File: config.mk
export PLATFORM = sky130hd
export DESIGN_NAME = ede_cell
export DESIGN_NICKNAME = d
export VERILOG_FILES = /design/src/rtl/core/ede_pkg.sv /design/src/rtl/core/ede_cell.sv
export SDC_FILE = /design/constraint.sdc
export NUM_CORES = 1
export LEC_CHECK = 0
export ABC_CLOCK_PERIOD_IN_PS = 9400
export BUFFER_PORTS_ARGS = -buffer_cell sky130_fd_sc_hd__buf_2
export CORE_MARGIN = 1.5
export CORE_UTILIZATION = 57
export DETAILED_ROUTE_END_ITERATION = 12
export PLACE_DENSITY = 0.93
export SYNTH_ARGS = -nofsm -noshare
export SYNTH_HDL_FRONTEND = slang
export SYNTH_SLANG_ARGS = --single-unit
File: constraint.sdc
create_clock -name clk -period 9.4 [get_ports clk]
set_input_delay 1.41 -clock clk [delete_from_list [all_inputs] [get_ports clk]]
set_output_delay 1.41 -clock clk [all_outputs]
set_load 0.01 [all_outputs]
File: src/rtl/core/ede_pkg.sv
// ----------------------------------------------------------------------------
// ede_pkg
// Shared constants and types for the edit distance engine.
// ----------------------------------------------------------------------------
package ede_pkg;

  localparam int MAX_LEN = 64;
  localparam int LEN_W   = $clog2(MAX_LEN + 2);

  localparam logic [1:0] CMD_CLEAR   = 2'd0;
  localparam logic [1:0] CMD_APPEND  = 2'd1;
  localparam logic [1:0] CMD_PROCESS = 2'd2;
  localparam logic [1:0] CMD_QUERY   = 2'd3;

  typedef struct packed {
    logic [1:0] command;
    logic [7:0] symbol;
  } in_word_t;

  typedef struct packed {
    logic [6:0] distance;
    logic       error;
  } out_word_t;

  typedef struct packed {
    logic             tok;
    logic [LEN_W-1:0] left;
    logic [LEN_W-1:0] diag;
  } link_t;

  typedef struct packed {
    logic             clear;
    logic             wr_en;
    logic [LEN_W-1:0] tlen;
    logic [7:0]       wr_sym;
    logic [7:0]       src_sym;
  } cell_ctl_t;

endpackage

File: src/rtl/core/ede_cell.sv
// ----------------------------------------------------------------------------
// ede_cell
// One column of the DP row: holds a target byte and its DP cell, updates the
// cell when the row token passes and hands the new value to its neighbor.
// ----------------------------------------------------------------------------
module ede_cell (
  input  logic                           clk,
  input  logic                           rst_n,
  input  logic [ede_pkg::LEN_W-1:0]      cell_idx,
  input  ede_pkg::cell_ctl_t             ctl,
  input  ede_pkg::link_t                 link_in,
  output ede_pkg::link_t                 link_out
);
  import ede_pkg::*;

  logic [7:0]       char_r;
  logic [LEN_W-1:0] dp_r;
  logic             tok_r;
  logic [LEN_W-1:0] left_r;
  logic [LEN_W-1:0] diag_r;

  logic             active;
  logic [LEN_W-1:0] sub_c;
  logic [LEN_W-1:0] up_c;
  logic [LEN_W-1:0] lf_c;
  logic [LEN_W-1:0] m1;
  logic [LEN_W-1:0] m2;
  logic [LEN_W-1:0] cell_nxt;

  assign active = (cell_idx <= ctl.tlen);

  always_comb begin
    sub_c = link_in.diag + ((char_r != ctl.src_sym) ? LEN_W'(1) : LEN_W'(0));
    up_c  = dp_r + LEN_W'(1);
    lf_c  = link_in.left + LEN_W'(1);
    m1    = (sub_c < up_c) ? sub_c : up_c;
    m2    = (m1 < lf_c) ? m1 : lf_c;
    cell_nxt = (m2 > LEN_W'(MAX_LEN)) ? LEN_W'(MAX_LEN) : m2;
  end

  always_ff @(posedge clk) begin
    if (ctl.wr_en && (ctl.tlen == cell_idx - LEN_W'(1))) begin
      char_r <= ctl.wr_sym;
    end
  end

  always_ff @(posedge clk) begin
    if (!rst_n) begin
      dp_r  <= cell_idx;
      tok_r <= 1'b0;
    end else begin
      tok_r <= link_in.tok;
      if (ctl.clear) begin
        dp_r <= cell_idx;
      end else if (link_in.tok && active) begin
        dp_r <= cell_nxt;
      end
    end
  end

  always_ff @(posedge clk) begin
    if (link_in.tok) begin
      left_r <= active ? cell_nxt : link_in.left;
      diag_r <= dp_r;
    end
  end

  assign link_out.tok  = tok_r;
  assign link_out.left = left_r;
  assign link_out.diag = diag_r;

endmodule

---- After elaboration in Yosys (flattened, before gate mapping) ----
Cells that the tools add are included.
operators by class
  multiply operators ...................... 0
  magnitude comparators ................... 4
  bitwise logic cells ..................... 0
  mux-type cells .......................... 8
  reduce and logical (&&, ||, !) cells .... 2
  add/subtract/negate cells ............... 4
  shift-type cells ........................ 0
  equal/unequal tests ..................... 3
  divide/modulo/power cells ............... 0
operators with widths
  cell                   number
  $mux W7                7
  $add A7 B1 Y7 const B  2
  $lt A7 B7 Y1           2
  $ne A8 B8 Y1           1
  $add A7 B1 Y7          1
  $eq A7 B7 Y1           1
  $gt A7 B7 Y1 const B   1
  $le A7 B7 Y1           1
  $sub A7 B1 Y7 const B  1
  $ne A3 B1 Y1 const B   1
  $logic_and A1 B1 Y1    2
  $mux W1                1
storage, ports and cells
  bits in latches ......................... 0
  register bits ........................... 30
  word-level logic and storage cells ...... 26
  input port bits ......................... 49
  memories ................................ 0
  memory bits (writable) .................. 0
  output and inout port bits .............. 15
  bits in read-only memories .............. 0

---- Depth between registers and ports, before layout ----
  depth in word-level cells ............... 12
  gate-level depth with buffers ........... 23
  depth with buffers taken out ............ 22

---- Least setup slack after synthesis ----
Ideal clock, no wire load.
  path kind ............................... input-to-reg
  start ................................... input port ctl[7] in the netlist's numbering
  end ..................................... register left_r[2] (data pin)
  setup time .............................. 0.259 ns
  path buffers ............................ 1
  arrival time ............................ 5.599 ns
  cell stages on the path ................. 23
  slack ................................... 3.542 ns
  required time ........................... 9.141 ns
  cells stage by stage .................... xor2_1 -> nor4_1 -> nand2_1 -> ha_1 -> ha_1 -> nand3_1 -> nor2_1 -> xnor2_1 -> inv_1 -> ha_1 -> a21oi_1 -> o21ai_1 -> nor2_2 -> mux2_2 -> inv_1 -> ha_1 -> a21oi_1 -> o211ai_1 -> or4_4 -> o211ai_4 -> buf_6 -> nor4b_1 -> a211o_1
on the way
  longest elaborated chain between the ends .. 10
RTL lines
  item                    RTL line        source
  start: declaration      ede_cell.sv:10  input ede_pkg::cell_ctl_t ctl,
  $ne A8 B8 Y1 (*)        ede_cell.sv:33  sub_c = link_in.diag + ((char_r != ctl.src_sym) ? LEN_W'(1) : LEN_W'(0));
  $mux W1 (*)             ede_cell.sv:33
  $add A7 B1 Y7 (*)       ede_cell.sv:33
  $lt A7 B7 Y1            ede_cell.sv:36  m1 = (sub_c < up_c) ? sub_c : up_c;
  $mux W7 (*)             ede_cell.sv:36
  $lt A7 B7 Y1            ede_cell.sv:37  m2 = (m1 < lf_c) ? m1 : lf_c;
  $mux W7 (*)             ede_cell.sv:37
  $gt A7 B7 Y1            ede_cell.sv:38  cell_nxt = (m2 > LEN_W'(MAX_LEN)) ? LEN_W'(MAX_LEN) : m2;
  $mux W7 (*)             ede_cell.sv:38
  $mux W7 (*)             ede_cell.sv:63  left_r <= active ? cell_nxt : link_in.left;
  end signal: assignment  ede_cell.sv:63
  end: declaration        ede_cell.sv:19  logic [LEN_W-1:0] left_r;
Mark *: on every way between the ends. The rest lies on a longest branch, timed or not.
A chain may end at the register's enable or synchronous reset.

---- Worst setup path in the final report ----
  start ................................... input port ctl[7] in the netlist's numbering
  end ..................................... register dp_r[5] (data pin)
on the way
  longest elaborated chain between the ends .. 12
RTL lines
  item                    RTL line        source
  $ne A8 B8 Y1 (*)        ede_cell.sv:33
  $mux W1 (*)             ede_cell.sv:33
  $add A7 B1 Y7 (*)       ede_cell.sv:33
  $lt A7 B7 Y1            ede_cell.sv:36
  $mux W7 (*)             ede_cell.sv:36
  $lt A7 B7 Y1            ede_cell.sv:37
  $mux W7 (*)             ede_cell.sv:37
  $gt A7 B7 Y1            ede_cell.sv:38
  $mux W7 (*)             ede_cell.sv:38
  $mux W7 (*)             ede_cell.sv:55  end else if (link_in.tok && active) begin
  $mux W7 (*)             ede_cell.sv:53  if (ctl.clear) begin
  $mux W7 (*)             ede_cell.sv:48  if (!rst_n) begin
  end signal: assignment  ede_cell.sv:49  dp_r <= cell_idx;
  end signal: assignment  ede_cell.sv:54  dp_r <= cell_idx;
  end signal: assignment  ede_cell.sv:56  dp_r <= cell_nxt;
  end: declaration        ede_cell.sv:17  logic [LEN_W-1:0] dp_r;
Mark *: on every way between the ends. The rest lies on a longest branch, timed or not. The select of a mux whose other input is x is not followed.

==> qor.yml <==
drv_slew: 0
hp-start: "dp_r[6]"
detailed_place_hpwl_microns: 4530
postLayoutCoreUtil: 0.7035
clock_sinks: 30
reg2regPathDepth: 22
synth_area_sq_um: 2375
max-vdd-ir-drop_v: 0.00007340
antenna_found_initial: 0
vias: 2089
synthCells: 232
ff2ff_setup_slack_ns: 3.68
pwr-share-clk: 0.233
synth_edf_count: 29
rsz0062_at_grt: "no"
fin_worst_skew_ns: 0.006395
antenna_left: 0
worst_r2r_startpoint: "char_r[7]"
cts_tree: "yes"
status: "finished clean"
fmax_ghz: 0.1532
grt_pass1_wl_microns: 8618
p_leak_nw: 1.204
synth.avg_cell_area_sq_um: 10.24
wl_per_cell_microns: 16.08
routabilityCongestion: 0.9666
cp.required_ns: 9.42
numCtsBuffers: 5
die_h_microns: 67.55
p_switching_mw: 0.1751
layout.cells.most_common: "buf_2"
root_buffer: "clkbuf_8"
die_area_sq_um: 4562
grt_pass1_vias: 1946
yosysUniqueCellTypes: 49
grt_usage: 0.2587
vias_per_cell: 6.003
grt.overflow.total: 0
ys.warnings.count: 0
p_int_mw: 0.3037
worstPathMaxFanout: 16
hold_violations: 0
async_flop_share: 0
grt_max_degree: 17
synth.largest_area_cell: "edfxtp_1"
seq_area_frac_synth: 0.3751
min_period_ns: 6.528
portBuffers: 63
p_per_area_nw_per_um2: 170.2
finalNonFillerCells: 348
fp.dieW_microns: 67.55
clockBufferDepth: 2
drive_above_1_share: 0.2785
drc: 0
post-route-period-util: 0.6944
worst_pin_slew_ns: 1.113
cts-hold-fix-buffers: 0
sw_frac_of_total: 0.3657
rows: 23
regToRegEndpoint: "dp_r[5]"
synth_seq_cells: 30
htree_levels: 2
final_cell_mix: "buf_2, edfxtp_1, ha_1"
placed_cell_area_sq_um: 2719
drv_cap: 0
nFillCells: 304
synth_top_area_frac: 0.3667
hold_path.class: "register to register"
nets: 370
place_inst: 340
synth.area.top_cells: "edfxtp_1, ha_1, xor2_1"
synth_ff_type: "edfxtp_1"
min_to: "diag_r[6]"
setup_violations: 0
wl_microns: 5597
fin_setup_tns_ns: 0
cp.arrival_ns: 6.55
clk_pin_slew_ns: 0.07
fin_area_sq_um: 2814
critPathKind: "input port to register"
n_antenna_cell: 0
hold_path_depth: 0
io_pins: 64
finalPower_mw: 0.4788
p_seq_frac: 0.366
start_kind: "input port"
pwr-share-comb: 0.401
core_region_area_sq_um: 4000
cts_resized: 0
cts_setup_buffers: 0
drt_iter0_drc: 162
endpoint_kind: "register"
relSlewSlack: 0.2525
first_pass_iters: 4
initial_core_util: 0.5937
syn_nets: 305
areaGrowthSynthToFinish_pct: 18.49
insertion_delay_ns: 0.29
flip-flops by register name, summed over array words and instances (netlist names):
signal  count
left_r      7
dp_r        7
diag_r      7
char_r      8
tok_r       1
layer usage:
metal  share of wire  up-vias  global-route usage  routed length, microns
met5               0        -                   0                       0
met4           0.038        0              0.1403                     212
met3           0.083       25             0.07833                     466
met2            0.49      114              0.4412                    2757
met1            0.39      950              0.2865                    2159
li1                -     1000                   -                       -
power by group through the flow:
stage,clock (mW),sequential (mW),combinational [mW]
2_1_floorplan,0,0.182,0.130
3_3_place_gp,0,0.177,0.179
3_5_place_dp,0,0.178,0.187
4_1_cts,0.110,0.176,0.189
5_1_grt,0.116,0.177,0.211
6_report,0.111,0.175,0.192
cell type report:
type / instances / area, sq um / share of cell area
clock buffer: 6 / 82.58 / 0.02935
clock inverter: 2 / 12.51 / 0.004446
inverter: 14 / 52.55 / 0.01867
multi-input combinational: 183 / 1398 / 0.4967
sequential: 30 / 890.9 / 0.3166
tap: 50 / 62.56 / 0.02223
timing repair buffer: 63 / 315.3 / 0.1120
stage by stage:
| step | setup slack [ns] | hold slack, ns |
|---|---|---|
| after global placement | 2.983 | 0.4618 |
| after detailed placement | 2.691 | 0.4681 |
| after CTS | 2.978 | 0.4894 |
| final | 2.872 | 0.4918 |
| after floorplan | 3.542 | 0.4489 |
| after global routing | 2.592 | 0.4963 |
critical path, cell delays in order:
cell and delay, ns:
buf_2 0.10, xor2_1 0.15, nor4_1 0.33, nand2_1 0.16, ha_1 0.23, ha_1 0.21, nand3_1 0.11, nor2_1 0.08
xnor2_1 0.28, inv_1 0.08, ha_1 0.33, a21oi_1 0.16, o21ai_1 0.20, nor2_2 0.37, mux2_2 0.46, inv_1 0.09
ha_1 0.25, a21oi_1 0.24, o211ai_1 0.13, or4_4 0.46, o211ai_4 0.21, or3_1 0.36, o211ai_2 0.14
how the worst max path moves through the flow:
stage	startpoint	end	slack, ns	cells after the start
5_1_grt	ctl[7]	dp_r[4]	2.59	23
3_3_place_gp	ctl[7]	dp_r[1]	2.98	23
3_5_place_dp	ctl[7]	dp_r[4]	2.69	23
6_report	ctl[7]	dp_r[5]	2.87	23
4_1_cts	ctl[7]	dp_r[4]	2.98	23
2_1_floorplan	ctl[7]	left_r[2]	3.54	23
kinds of logic after synthesis:
logic type | synth area share
AO/OA/AOI/OAI | 0.1528
XOR/XNOR | 0.1254
adder cells (fa/ha/maj) | 0.1264
buffers and inverters | 0.03635
flip-flops | 0.3751
multiplexers | 0.01791
AND/OR/NAND/NOR | 0.1660
cell usage after synthesis, types with 2 or more instances:
master	instances
a21oi_1	8
a31oi_1	4
and2_1	2
and3_1	3
buf_4	2
clkbuf_1	2
edfxtp_1	29
ha_1	24
inv_1	14
mux2_2	2
mux2i_1	2
nand2_1	15
nand2b_1	4
nand3_1	18
nand4_1	4
nor2_1	13
nor3_1	3
nor4_1	2
nor4b_1	2
o2111ai_1	2
o211ai_2	2
o21ai_0	6
o21ai_1	2
o221ai_2	4
o31a_1	3
or3_1	5
xnor2_1	16
xor2_1	18
Power figures use the tool's default switching activity.
