<file path="config.mk">
export PLATFORM = sky130hd
export DESIGN_NAME = ede_ctrl
export DESIGN_NICKNAME = d
export VERILOG_FILES = /design/src/rtl/core/ede_pkg.sv /design/src/rtl/core/ede_ctrl.sv
export SDC_FILE = /design/constraint.sdc
export NUM_CORES = 1
export LEC_CHECK = 0
export BUFFER_PORTS_ARGS = -buffer_cell sky130_fd_sc_hd__buf_2
export CAP_MARGIN = 20
export CORE_MARGIN = 2
export CORE_UTILIZATION = 44
export CTS_BUF_LIST = sky130_fd_sc_hd__clkbuf_4 sky130_fd_sc_hd__clkbuf_8
export CTS_CLUSTER_SIZE = 16
export DETAILED_ROUTE_END_ITERATION = 10
export HOLD_SLACK_MARGIN = 0.06
export PLACE_DENSITY = 0.75
export REMOVE_ABC_BUFFERS = 1
export SKIP_LAST_GASP = 1
export SYNTH_ARGS = -nofsm -noshare
export SYNTH_HDL_FRONTEND = slang
export SYNTH_SLANG_ARGS = --single-unit
</file>
<file path="constraint.sdc">
create_clock -name clk -period 2.4 [get_ports clk]
set_clock_uncertainty 0.2 [all_clocks]
set_input_delay 0.24 -clock clk [delete_from_list [all_inputs] [get_ports clk]]
set_output_delay 0.24 -clock clk [all_outputs]
set_load 0.02 [all_outputs]
</file>
<file path="src/rtl/core/ede_pkg.sv">
// ----------------------------------------------------------------------------
// ede_pkg
// Shared constants and types for the edit distance engine.
// ----------------------------------------------------------------------------
package ede_pkg;

  localparam int MAX_LEN = 64;
  localparam int LEN_W   = $clog2(MAX_LEN + 2);

  localparam logic [1:0] CMD_CLEAR   = 2'd0;
  localparam logic [1:0] CMD_APPEND  = 2'd1;
  localparam logic [1:0] CMD_PROCESS = 2'd2;
  localparam logic [1:0] CMD_QUERY   = 2'd3;

  typedef struct packed {
    logic [1:0] command;
    logic [7:0] symbol;
  } in_word_t;

  typedef struct packed {
    logic [6:0] distance;
    logic       error;
  } out_word_t;

  typedef struct packed {
    logic             tok;
    logic [LEN_W-1:0] left;
    logic [LEN_W-1:0] diag;
  } link_t;

  typedef struct packed {
    logic             clear;
    logic             wr_en;
    logic [LEN_W-1:0] tlen;
    logic [7:0]       wr_sym;
    logic [7:0]       src_sym;
  } cell_ctl_t;

endpackage

</file>
<file path="src/rtl/core/ede_ctrl.sv">
// ----------------------------------------------------------------------------
// ede_ctrl
// Command decode, word lengths, error flag, column-zero cell and result word.
// ----------------------------------------------------------------------------
module ede_ctrl (
  input  logic                clk,
  input  logic                rst_n,
  input  logic                start,
  output logic                busy,
  input  ede_pkg::in_word_t   in_word,
  output logic                out_valid,
  output ede_pkg::out_word_t  out_word,
  output ede_pkg::cell_ctl_t  ctl,
  output ede_pkg::link_t      head,
  input  ede_pkg::link_t      tail
);
  import ede_pkg::*;

  logic             busy_r;
  logic [LEN_W-1:0] slen_r;
  logic [LEN_W-1:0] tlen_r;
  logic             err_r;
  logic [LEN_W-1:0] dist_r;
  logic [7:0]       sym_r;
  logic             head_tok_r;
  logic [LEN_W-1:0] head_left_r;
  logic [LEN_W-1:0] head_diag_r;
  logic             out_valid_r;
  out_word_t        out_word_r;

  logic acc;
  logic app_ok;

  assign acc    = start && !busy_r;
  assign app_ok = (slen_r == '0) && (tlen_r != LEN_W'(MAX_LEN));

  always_comb begin
    ctl.clear   = acc && (in_word.command == CMD_CLEAR);
    ctl.wr_en   = acc && (in_word.command == CMD_APPEND) && app_ok;
    ctl.tlen    = tlen_r;
    ctl.wr_sym  = in_word.symbol;
    ctl.src_sym = sym_r;
  end

  always_ff @(posedge clk) begin
    if (!rst_n) begin
      busy_r      <= 1'b0;
      slen_r      <= '0;
      tlen_r      <= '0;
      err_r       <= 1'b0;
      dist_r      <= '0;
      head_tok_r  <= 1'b0;
      out_valid_r <= 1'b0;
    end else begin
      head_tok_r  <= 1'b0;
      out_valid_r <= 1'b0;
      if (busy_r && tail.tok) begin
        busy_r <= 1'b0;
        dist_r <= tail.left;
      end
      if (acc) begin
        unique case (in_word.command)
          CMD_CLEAR: begin
            slen_r <= '0;
            tlen_r <= '0;
            err_r  <= 1'b0;
            dist_r <= '0;
          end
          CMD_APPEND: begin
            if (app_ok) begin
              tlen_r <= tlen_r + LEN_W'(1);
              dist_r <= tlen_r + LEN_W'(1);
            end else begin
              err_r <= 1'b1;
            end
          end
          CMD_PROCESS: begin
            if (slen_r == LEN_W'(MAX_LEN)) begin
              err_r <= 1'b1;
            end else begin
              slen_r     <= slen_r + LEN_W'(1);
              head_tok_r <= 1'b1;
              busy_r     <= 1'b1;
            end
          end
          CMD_QUERY: begin
            out_valid_r <= 1'b1;
          end
          default: begin
          end
        endcase
      end
    end
  end

  always_ff @(posedge clk) begin
    if (acc && (in_word.command == CMD_PROCESS)) begin
      sym_r       <= in_word.symbol;
      head_left_r <= slen_r + LEN_W'(1);
      head_diag_r <= slen_r;
    end
    if (acc && (in_word.command == CMD_QUERY)) begin
      out_word_r.distance <= dist_r[6:0];
      out_word_r.error    <= err_r;
    end
  end

  assign busy      = busy_r;
  assign out_valid = out_valid_r;
  assign out_word  = out_word_r;
  assign head.tok  = head_tok_r;
  assign head.left = head_left_r;
  assign head.diag = head_diag_r;

endmodule

</file>
**Word-level counts from Yosys, hierarchy flattened**

Index checks and enable logic that the tools add are counted.

- Output and inout bits: 50
- Input bits: 28
- RAM bits: 0
- Register bits after elaboration: 55
- Bits in read-only memories: 0
- Memories: 0
- Bits in latches: 0

- Reductions and logical operators: 19
- Magnitude comparators: 0
- Multipliers: 0
- Div/mod/pow operators: 0
- Equal/unequal tests: 9
- Add/sub/neg operators: 2
- Multiplexer cells: 17
- Bitwise operators: 0
- Shifts and indexed selects: 0

Operators by type and width:

| operator | number |
|---|---|
| $pmux 7 s2 | 3 |
| $mux 7 | 5 |
| $add 7x1->7 const B | 2 |
| $reduce_and 3->1 | 3 |
| $logic_and 1x1->1 | 8 |
| $mux 1 | 8 |
| $ne 2x2->1 const B | 4 |
| $eq 7x7->1 const B | 1 |
| $logic_not 7->1 | 1 |
| $ne 7x7->1 const B | 1 |
| $eq 2x2->1 const B | 2 |
| $reduce_and 4->1 | 1 |
| $reduce_bool 2->1 | 2 |
| $pmux 1 s3 | 1 |
| $reduce_bool 3->1 | 1 |
| $eq 2x1->1 const B | 1 |
| $logic_not 2->1 | 1 |
| $reduce_and 2->1 | 1 |
| $logic_not 1->1 | 1 |

**Logic depth before layout (Yosys ltp)**

Gate-level depths: netlist of run 1.

- Depth after elaboration: 5
- Mapped depth: 8

**Worst setup path before layout of run 1**

Ideal clock, no wire load.

- Path type: register to register
- From: reg busy_r (netlist: busy)
- To: reg head_diag_r[0] (enable)
- Stages on the path, launching flop included: 3
- Path slack: 0.184 ns
- Arrival time: 1.615 ns
- Cell sequence: dfxtp_1 -> nand2b_1 -> nor2_1

- Word-level cells in the longest chain between the ends: 3

Ends and longest elaborated chain:

| what | RTL line | text |
|---|---|---|
| from (decl) | ede_ctrl.sv:19 | `logic busy_r;` |
| from (signal assigned) | ede_ctrl.sv:47 | `busy_r <= 1'b0;` |
| from (signal assigned) | ede_ctrl.sv:58 | `busy_r <= 1'b0;` |
| from (signal assigned) | ede_ctrl.sv:83 | `busy_r <= 1'b1;` |
| $logic_not 1->1 | ede_ctrl.sv:34 | `assign acc = start && !busy_r;` |
| $logic_and 1x1->1 | ede_ctrl.sv:34 |  |
| $logic_and 1x1->1 | ede_ctrl.sv:97 | `if (acc && (in_word.command == CMD_PROCESS)) begin` |
| to (signal assigned) | ede_ctrl.sv:100 | `head_diag_r <= slen_r;` |
| to (decl) | ede_ctrl.sv:27 | `logic [LEN_W-1:0] head_diag_r;` |

No other way between the ends.
A chain may end at the register's enable or synchronous reset.

==> results of run 1 <==
## through the flow
step | cells | cell area [sq um] | worst slack (ns) | power (mW)
after floorplan | 181 | 2260 | 0.184 | 1.12
after global placement | 331 | 2780 | 0.289 | 1.19
after detailed placement | 331 | 2780 | 0.241 | 1.19
after CTS | 356 | 3060 | 0.0243 | 1.82
after global routing | 356 | 3060 | 0.0336 | 1.87
final | 356 | 3060 | 0.0761 | 1.80
## registers in the layout, indices dropped and copies added (netlist names)
| name | flops |
|---|---|
| tlen_r | 7 |
| head_tok_r | 1 |
| head_diag_r | 7 |
| head_left_r | 7 |
| busy | 1 |
| out_word | 8 |
| dist_r | 7 |
| sym_r | 8 |
| err_r | 1 |
| slen_r | 7 |
| out_valid | 1 |
## power breakdown
group	switching, mW	leakage, nW	internal, mW
Sequential	0.00576	0.473	1.01
Combinational	0.103	0.770	0.0751
Clock	0.272	0.0593	0.335
## critical path, cell delays in order, from the launching register on
cell     delay (ns)
dfxtp_2        0.37
or4_4          0.55
o211a_4        0.28
and3_2         0.23
buf_2          0.16
## cell usage after synthesis (all sizes together), types with 2 or more instances
library cell,number
inv,11
clkbuf,3
nor2b,3
a22oi,3
and2,3
a31oi,4
nand2b,3
buf,13
o22ai,9
dfxtp,25
mux2i,8
xnor2,9
a211oi,2
and3,7
nand2,6
o31ai,3
edfxtp,30
nand3,8
nor3,5
ha,8
a21oi,6
a311oi,2
o211a,2
nor2,11
o21ai,7
## area by class of cell
type	instances	area [sq um]
multi-input cells	115	821
fillers	455	2080
flip-flops and latches	55	1400
well taps	70	87.6
clock buffers	7	83.8
clock inverters	1	30.0
inverters	11	41.3
repair buffers	97	596
## cells by family after synthesis
group	after synthesis
AO/OA/AOI/OAI	40
XOR/XNOR	10
buffers and inverters	27
AND/OR/NAND/NOR	49
flip-flops	55
adder cells (fa/ha/maj)	8
multiplexers	8
## final timing paths
check | startpoint | end | slack, ns | cells after the start
setup / recovery | tlen_r[2] | ctl[23] | 0.08 | 4
hold / removal | in_word[9] | out_valid | 0.16 | 3
setup reg to reg | slen_r[1] | slen_r[3] | 0.27 | 7
hold reg to reg | dist_r[0] | out_word[1] | 0.24 | 0
## per-layer routing
metal | vias up | track usage | routed length, um
met3 | 10 | 0.0291 | 204
met5 | - | 0 | 0
li1 | 886 | - | -
met1 | 838 | 0.206 | 2160
met2 | 50 | 0.279 | 2360
met4 | 0 | 0.0661 | 108
## what timing repair did
item,4_1_cts,5_1_grt
endpoints found under the hold margin,18,0
endpoints found under the setup margin,0,1
resized for setup,0,1
hold buffers,17,0
==> results.toml, run 1 <==
[yosys]
ys_seq_area_frac = 0.592
synth.area.mux_share = 0.0338
synth-seq-cells = 55
yosysWarnings = 0
netlist_area_sq_um = 2370
async_flop_share = 0
synth-compound-area-share = 0.120
netlist_instances = 197
synthXorXnorAreaFrac = 0.0370
synth_top_area_cell = "edfxtp_1"
synth_top_area_frac = 0.380
synth_ff_type = "edfxtp_1"
synthAdderAreaFrac = 0.0423
synth_enable_flop_cells = 30
synth_top_family_by_area = "compound AO/OA/AOI/OAI gates"
yosys.area_share.simple = 0.112
avgSynthCellArea_sq_um = 12.0
synthTopCellsByArea = "edfxtp_1 38%, dfxtp_1 21%, ha_1 4.2%"
ys_types = 38

[finish]
final_util = 0.596
most-common-layout-cells = "70 x buf_2, 30 x edfxtp_1, 24 x dfxtp_1"
final_common_cell = "buf_2"
area_growth_pct = 29.3
num_antenna_cells = 0
drive_gt1_frac = 0.350
nNetsFinal = 321

[run]
cap_viol_max_count = 0

[grt]
gr-total-overflow = 0
antenna_found_initial = 0
track_usage = 0.164
grt_max_degree = 23
first_global_vias = 1642
grt_pass1_wl_um = 7730

[worst_setup_path]
cp-end-kind = "output port"
cp-start-kind = "flip-flop"
criticalPathCategory = "flip-flop to output port"
critPathRequiredTime_ns = 1.96
critPathArrivalTime_ns = 1.88
crit_path_max_fanout = 9

[die]
ios = 78
dieArea_sq_um = 5990
die_h_um = 77.4
std_cell_rows = 26
core_sq_um = 5140
initial_core_util = 0.461
die_w_um = 77.4

[cts]
insertion_delay_ns = 0.30
clock-root-buffer = "clkbuf_8"
cts_buffers = 5
htree_levels = 2
clk_pin_slew_worst_paths_ns = 0.08
cts_setup_buffers = 0
clock-sinks = 55
cts_tree = "done"
clockBufferDepth = 2

[timing]
rsz0062_at_grt = "no"
hold_slack_ns = 0.160
min_period_ns = 2.32
hold_viol = 0
setup_viol = 0
worst_pin_slew_ns = 0.436
final_max_slew_viol_count = 0
fmax_ghz = 0.430
fin_setup_tns_ns = 0
fin_crit_sh = 0.968
slew_headroom = 0.709

[route]
num_vias = 1784
drt-initial-drc-count = 87
dr.pass1.iters = 4
wl_um = 4840
wl_per_cell_um = 13.6
ant_nets = 0
drc = 0
vias_per_cell = 5.01

[placed_design]
gp_congestion = 0.799
hpwl_um = 3290
port_buffers = 70

[power_and_ir_drop]
leakagePower_nw = 1.30
ir_drop_mv = 0.282
p_per_area_nw_per_um2 = 588

[status]
status = "complete, no violations"

[worst_hold_path]
hold_class = "input pin to flip-flop"
Power figures use the tool's default switching activity.
==> run 2: changes to the inputs <==
Settings changed: PLACE_DENSITY 0.75 to 0.71.
==> results.toml, run 2 (same netlist as run 1, synthesis figures left out) <==
[worst_setup_path]
startpoint = "tlen_r[3]"
cp_top_family = "simple AND/OR/NAND/NOR gates"
cp.depth = 4
reg2regPathDepth = 7
path_buf_inv = 1
crit_path_max_fanout = 9
critPathArrivalTime_ns = 1.86
max_stage_delay_ns = 0.52
critPathRequiredTime_ns = 1.96
cp-start-kind = "flip-flop"
crit_chain = "or4_4, o211a_4, and3_2, buf_2"
cp-end-kind = "output port"
criticalPathCategory = "flip-flop to output port"
rr_startpoint = "slen_r[1]"
critPathSlowestCell = "or4_4"

[placed_design]
placed_cell_area_sq_um = 2780
gp_congestion = 0.804
port_buffers = 70
hpwl_um = 3310

[worst_hold_path]
hold_class = "input pin to flip-flop"
worstHoldStart = "tail[12]"
holdPathStages = 3

[power_and_ir_drop]
p_per_area_nw_per_um2 = 561
leakagePower_nw = 1.29
ir_drop_mv = 0.236

[timing]
setup_viol = 0
fmax_ghz = 0.434
worst_pin_slew_ns = 0.436
fin_setup_tns_ns = 0
hold_viol = 0
final_max_slew_viol_count = 0
min_period_ns = 2.30
fin_crit_sh = 0.960
slew_headroom = 0.708
rsz0062_at_grt = "no"

[route]
wl_per_cell_um = 13.8
num_vias = 1776
ant_nets = 0
wl_um = 4900
dr.pass1.iters = 4
vias_per_cell = 4.99
drc = 0
drt-initial-drc-count = 63

[die]
dieArea_sq_um = 5990
die_w_um = 77.4
die_h_um = 77.4
core_sq_um = 5140
ios = 78
std_cell_rows = 26
initial_core_util = 0.461

[status]
status = "complete, no violations"

[finish]
final_util = 0.591
area_growth_pct = 28.2
nNetsFinal = 321
most-common-layout-cells = "70 x buf_2, 30 x edfxtp_1, 24 x dfxtp_1"
final_common_cell = "buf_2"
drive_gt1_frac = 0.353
final_cell_area_sq_um = 3040
num_antenna_cells = 0

[grt]
grt_max_degree = 23
grt_pass1_wl_um = 8160
antenna_found_initial = 0
track_usage = 0.172
first_global_vias = 1672
gr-total-overflow = 0

[cts]
insertion_delay_ns = 0.30
cts_buffers = 5
clock-root-buffer = "clkbuf_8"
clock-sinks = 55
clk_pin_slew_worst_paths_ns = 0.09
clockBufferDepth = 2
cts_tree = "done"
htree_levels = 2
cts_setup_buffers = 0

[run]
cap_viol_max_count = 0
## run 2: cell count changes in the layout (fill, tap and decap cells not counted), sizes merged
cell	delta
dlygate4sd3	-1
bufinv	-1
clkinvlp	+1
buf	+1
## run 2: layer usage
layer	global-route usage	part of all wire	vias to the layer above
met5	0	0	-
met4	0.0643	0.011	0
met3	0.0267	0.040	7
met2	0.279	0.49	42
met1	0.233	0.46	836
li1	-	-	891
## run 2: path summary, 6_finish.rpt
check | endpoint | slack [ns]
worst max-delay path | ctl[23] | 0.1
worst min-delay path | dist_r[5] | 0.07
worst max register to register | slen_r[4] | 0.31
worst min register to register | out_word[1] | 0.24
## run 2: final cells by class
cell class	instances	area, sq um
flip-flops and latches	55	1400
clock buffers	7	83.8
clock inverters	1	7.51
fillers	464	2100
multi-input cells	115	821
repair buffers	97	593
inverters	11	41.3
well taps	70	87.6
## run 2: stage by stage
stage / std cells / power, mW / hold WS, ns / worst slack (ns)
final: 356 / 1.70 / 0.0743 / 0.0953
after global routing: 356 / 1.77 / 0.0731 / 0.0489
after detailed placement: 332 / 1.19 / 0.216 / 0.260
after global placement: 332 / 1.19 / 0.210 / 0.296
after CTS: 356 / 1.72 / 0.0654 / 0.0391
after floorplan: 181 / 1.12 / 0.139 / 0.184
## run 2: power by group
group	internal (mW)	switching [mW]	total [mW]
Combinational	0.0744	0.104	0.179
Clock	0.230	0.280	0.510
Sequential	1.01	0.00517	1.01
## run 2: timing repair
item,4_1_cts,5_1_grt
endpoints found under the setup margin,0,1
endpoints found under the hold margin,17,0
hold buffers,16,0
resized for setup,0,1
## run 2: worst reg2reg max path: cells and delay by family (launching register included)
family	cells	cell delay (ns)
AOI/OAI and AO/OA	2	0.50
adders and majority gates	1	0.19
buffers and inverters	1	0.06
DFF	1	0.42
and+or+nand+nor	3	0.64
==> run 3: changes to the inputs <==
Settings changed: CELL_PAD_IN_SITES_DETAIL_PLACEMENT from default to 2, CELL_PAD_IN_SITES_GLOBAL_PLACEMENT from default to 2, CORE_UTILIZATION 44 to 33, PLACE_DENSITY 0.71 to 0.82.
==> results.toml, run 3 (same netlist as run 1, synthesis figures left out) <==
[cts]
clockBufferDepth = 2
cts_buffers = 5
clk_pin_slew_worst_paths_ns = 0.10
htree_levels = 2
clock-sinks = 55
clock-root-buffer = "clkbuf_8"
insertion_delay_ns = 0.31
cts_tree = "done"

[finish]
layout.cells.non_filler = 381
final_util = 0.453
multi_input_area_sq_um = 822
fillCellCount = 703
nNetsFinal = 320
final_common_cell = "buf_2"
num_antenna_cells = 0
regArea_sq_um = 1400
drive_gt1_frac = 0.358
most-common-layout-cells = "70 x buf_2, 30 x edfxtp_1, 23 x dfxtp_1"
area_growth_pct = 31.3

[worst_setup_path]
criticalPathCategory = "flip-flop to output port"
cp-end-kind = "output port"
cp-start-kind = "flip-flop"
critPathRequiredTime_ns = 1.96
critPathArrivalTime_ns = 1.92
crit_path_max_fanout = 9

[die]
initial_core_util = 0.345
core_sq_um = 6870
std_cell_rows = 30
die_h_um = 88.7
ios = 78
die_w_um = 88.7
dieArea_sq_um = 7870

[placed_design]
hpwl_um = 4760
dp_slack_ns = 0.175
gp_congestion = 0.780
place_inst = 357
port_buffers = 70

[route]
ant_nets = 0
num_vias = 1849
drc = 0
wl_um = 6820
wl_per_cell_um = 17.9
drt-initial-drc-count = 62
vias_per_cell = 4.85
dr.pass1.iters = 4

[timing]
fin_setup_tns_ns = 0
min_period_ns = 2.36
setup_ws_ns = 0.0441
final_max_slew_viol_count = 0
fin_crit_sh = 0.982
hold_viol = 0
setup_viol = 0
slew_headroom = 0.687
rsz0062_at_grt = "yes"
worst_pin_slew_ns = 0.469
fmax_ghz = 0.424

[grt]
antenna_found_initial = 0
grt_max_degree = 23
gr-total-overflow = 0
first_global_vias = 2086
track_usage = 0.184
grt_pass1_wl_um = 10900

[status]
status = "complete, no violations"

[power_and_ir_drop]
ir_drop_mv = 0.247
leakagePower_nw = 1.31
p_per_area_nw_per_um2 = 625

[worst_hold_path]
hold_class = "input pin to flip-flop"

[run]
cap_viol_max_count = 0
-- run 3: repair_timing --
item / 4_1_cts / 5_1_grt
gates resized for setup: 1 / 2
hold buffers: 16 / 0
endpoints found under the setup margin: 1 / 3
buffers inserted: 0 / 0
endpoints found under the hold margin: 17 / 0
-- run 3: metal layers --
| layer | track usage | share of wire | vias to the layer above |
|---|---|---|---|
| met5 | 0 | 0 | - |
| met2 | 0.338 | 0.52 | 42 |
| met3 | 0.0243 | 0.031 | 12 |
| li1 | - | - | 876 |
| met1 | 0.216 | 0.42 | 919 |
| met4 | 0.0702 | 0.023 | 0 |
-- run 3: where the power goes --
group / internal (mW) / total [mW] / switching [mW]
sequential: 1.01 / 1.02 / 0.00667
combinational: 0.0742 / 0.186 / 0.112
clock: 0.429 / 0.741 / 0.312
-- run 3: path summary, 6_finish.rpt --
| path | slack [ns] | to | cells after the start | startpoint |
|---|---|---|---|---|
| setup / recovery | 0.04 | ctl[23] | 4 | tlen_r[3] |
| hold / removal | 0.08 | dist_r[5] | 3 | tail[12] |
| setup reg to reg | 0.19 | slen_r[3] | 7 | slen_r[1] |
| hold reg to reg | 0.24 | out_word[5] | 0 | dist_r[4] |
-- run 3: final cells by class --
type / count / share of cell area
clock buffer: 6 / 0.0245
clock inverter: 2 / 0.0193
inverter: 11 / 0.0133
multi-input combinational: 115 / 0.264
sequential: 55 / 0.452
tap: 96 / 0.0386
timing repair buffer: 96 / 0.188
-- run 3: worst max-delay path, cell delays in order (launching register included) --
cell and delay (ns):
dfxtp_2 0.38, or4_4 0.54, o211a_4 0.28, and3_2 0.23, buf_2 0.16
-- run 3: metrics by stage --
stage	instance area, sq um	total power, mW	hold slack, ns
after floorplan	2260	1.12	0.139
after global placement	2810	1.19	0.212
after detailed placement	2810	1.20	0.217
after CTS	3110	1.96	0.0718
after global routing	3110	2.02	0.0945
final	3110	1.94	0.0805
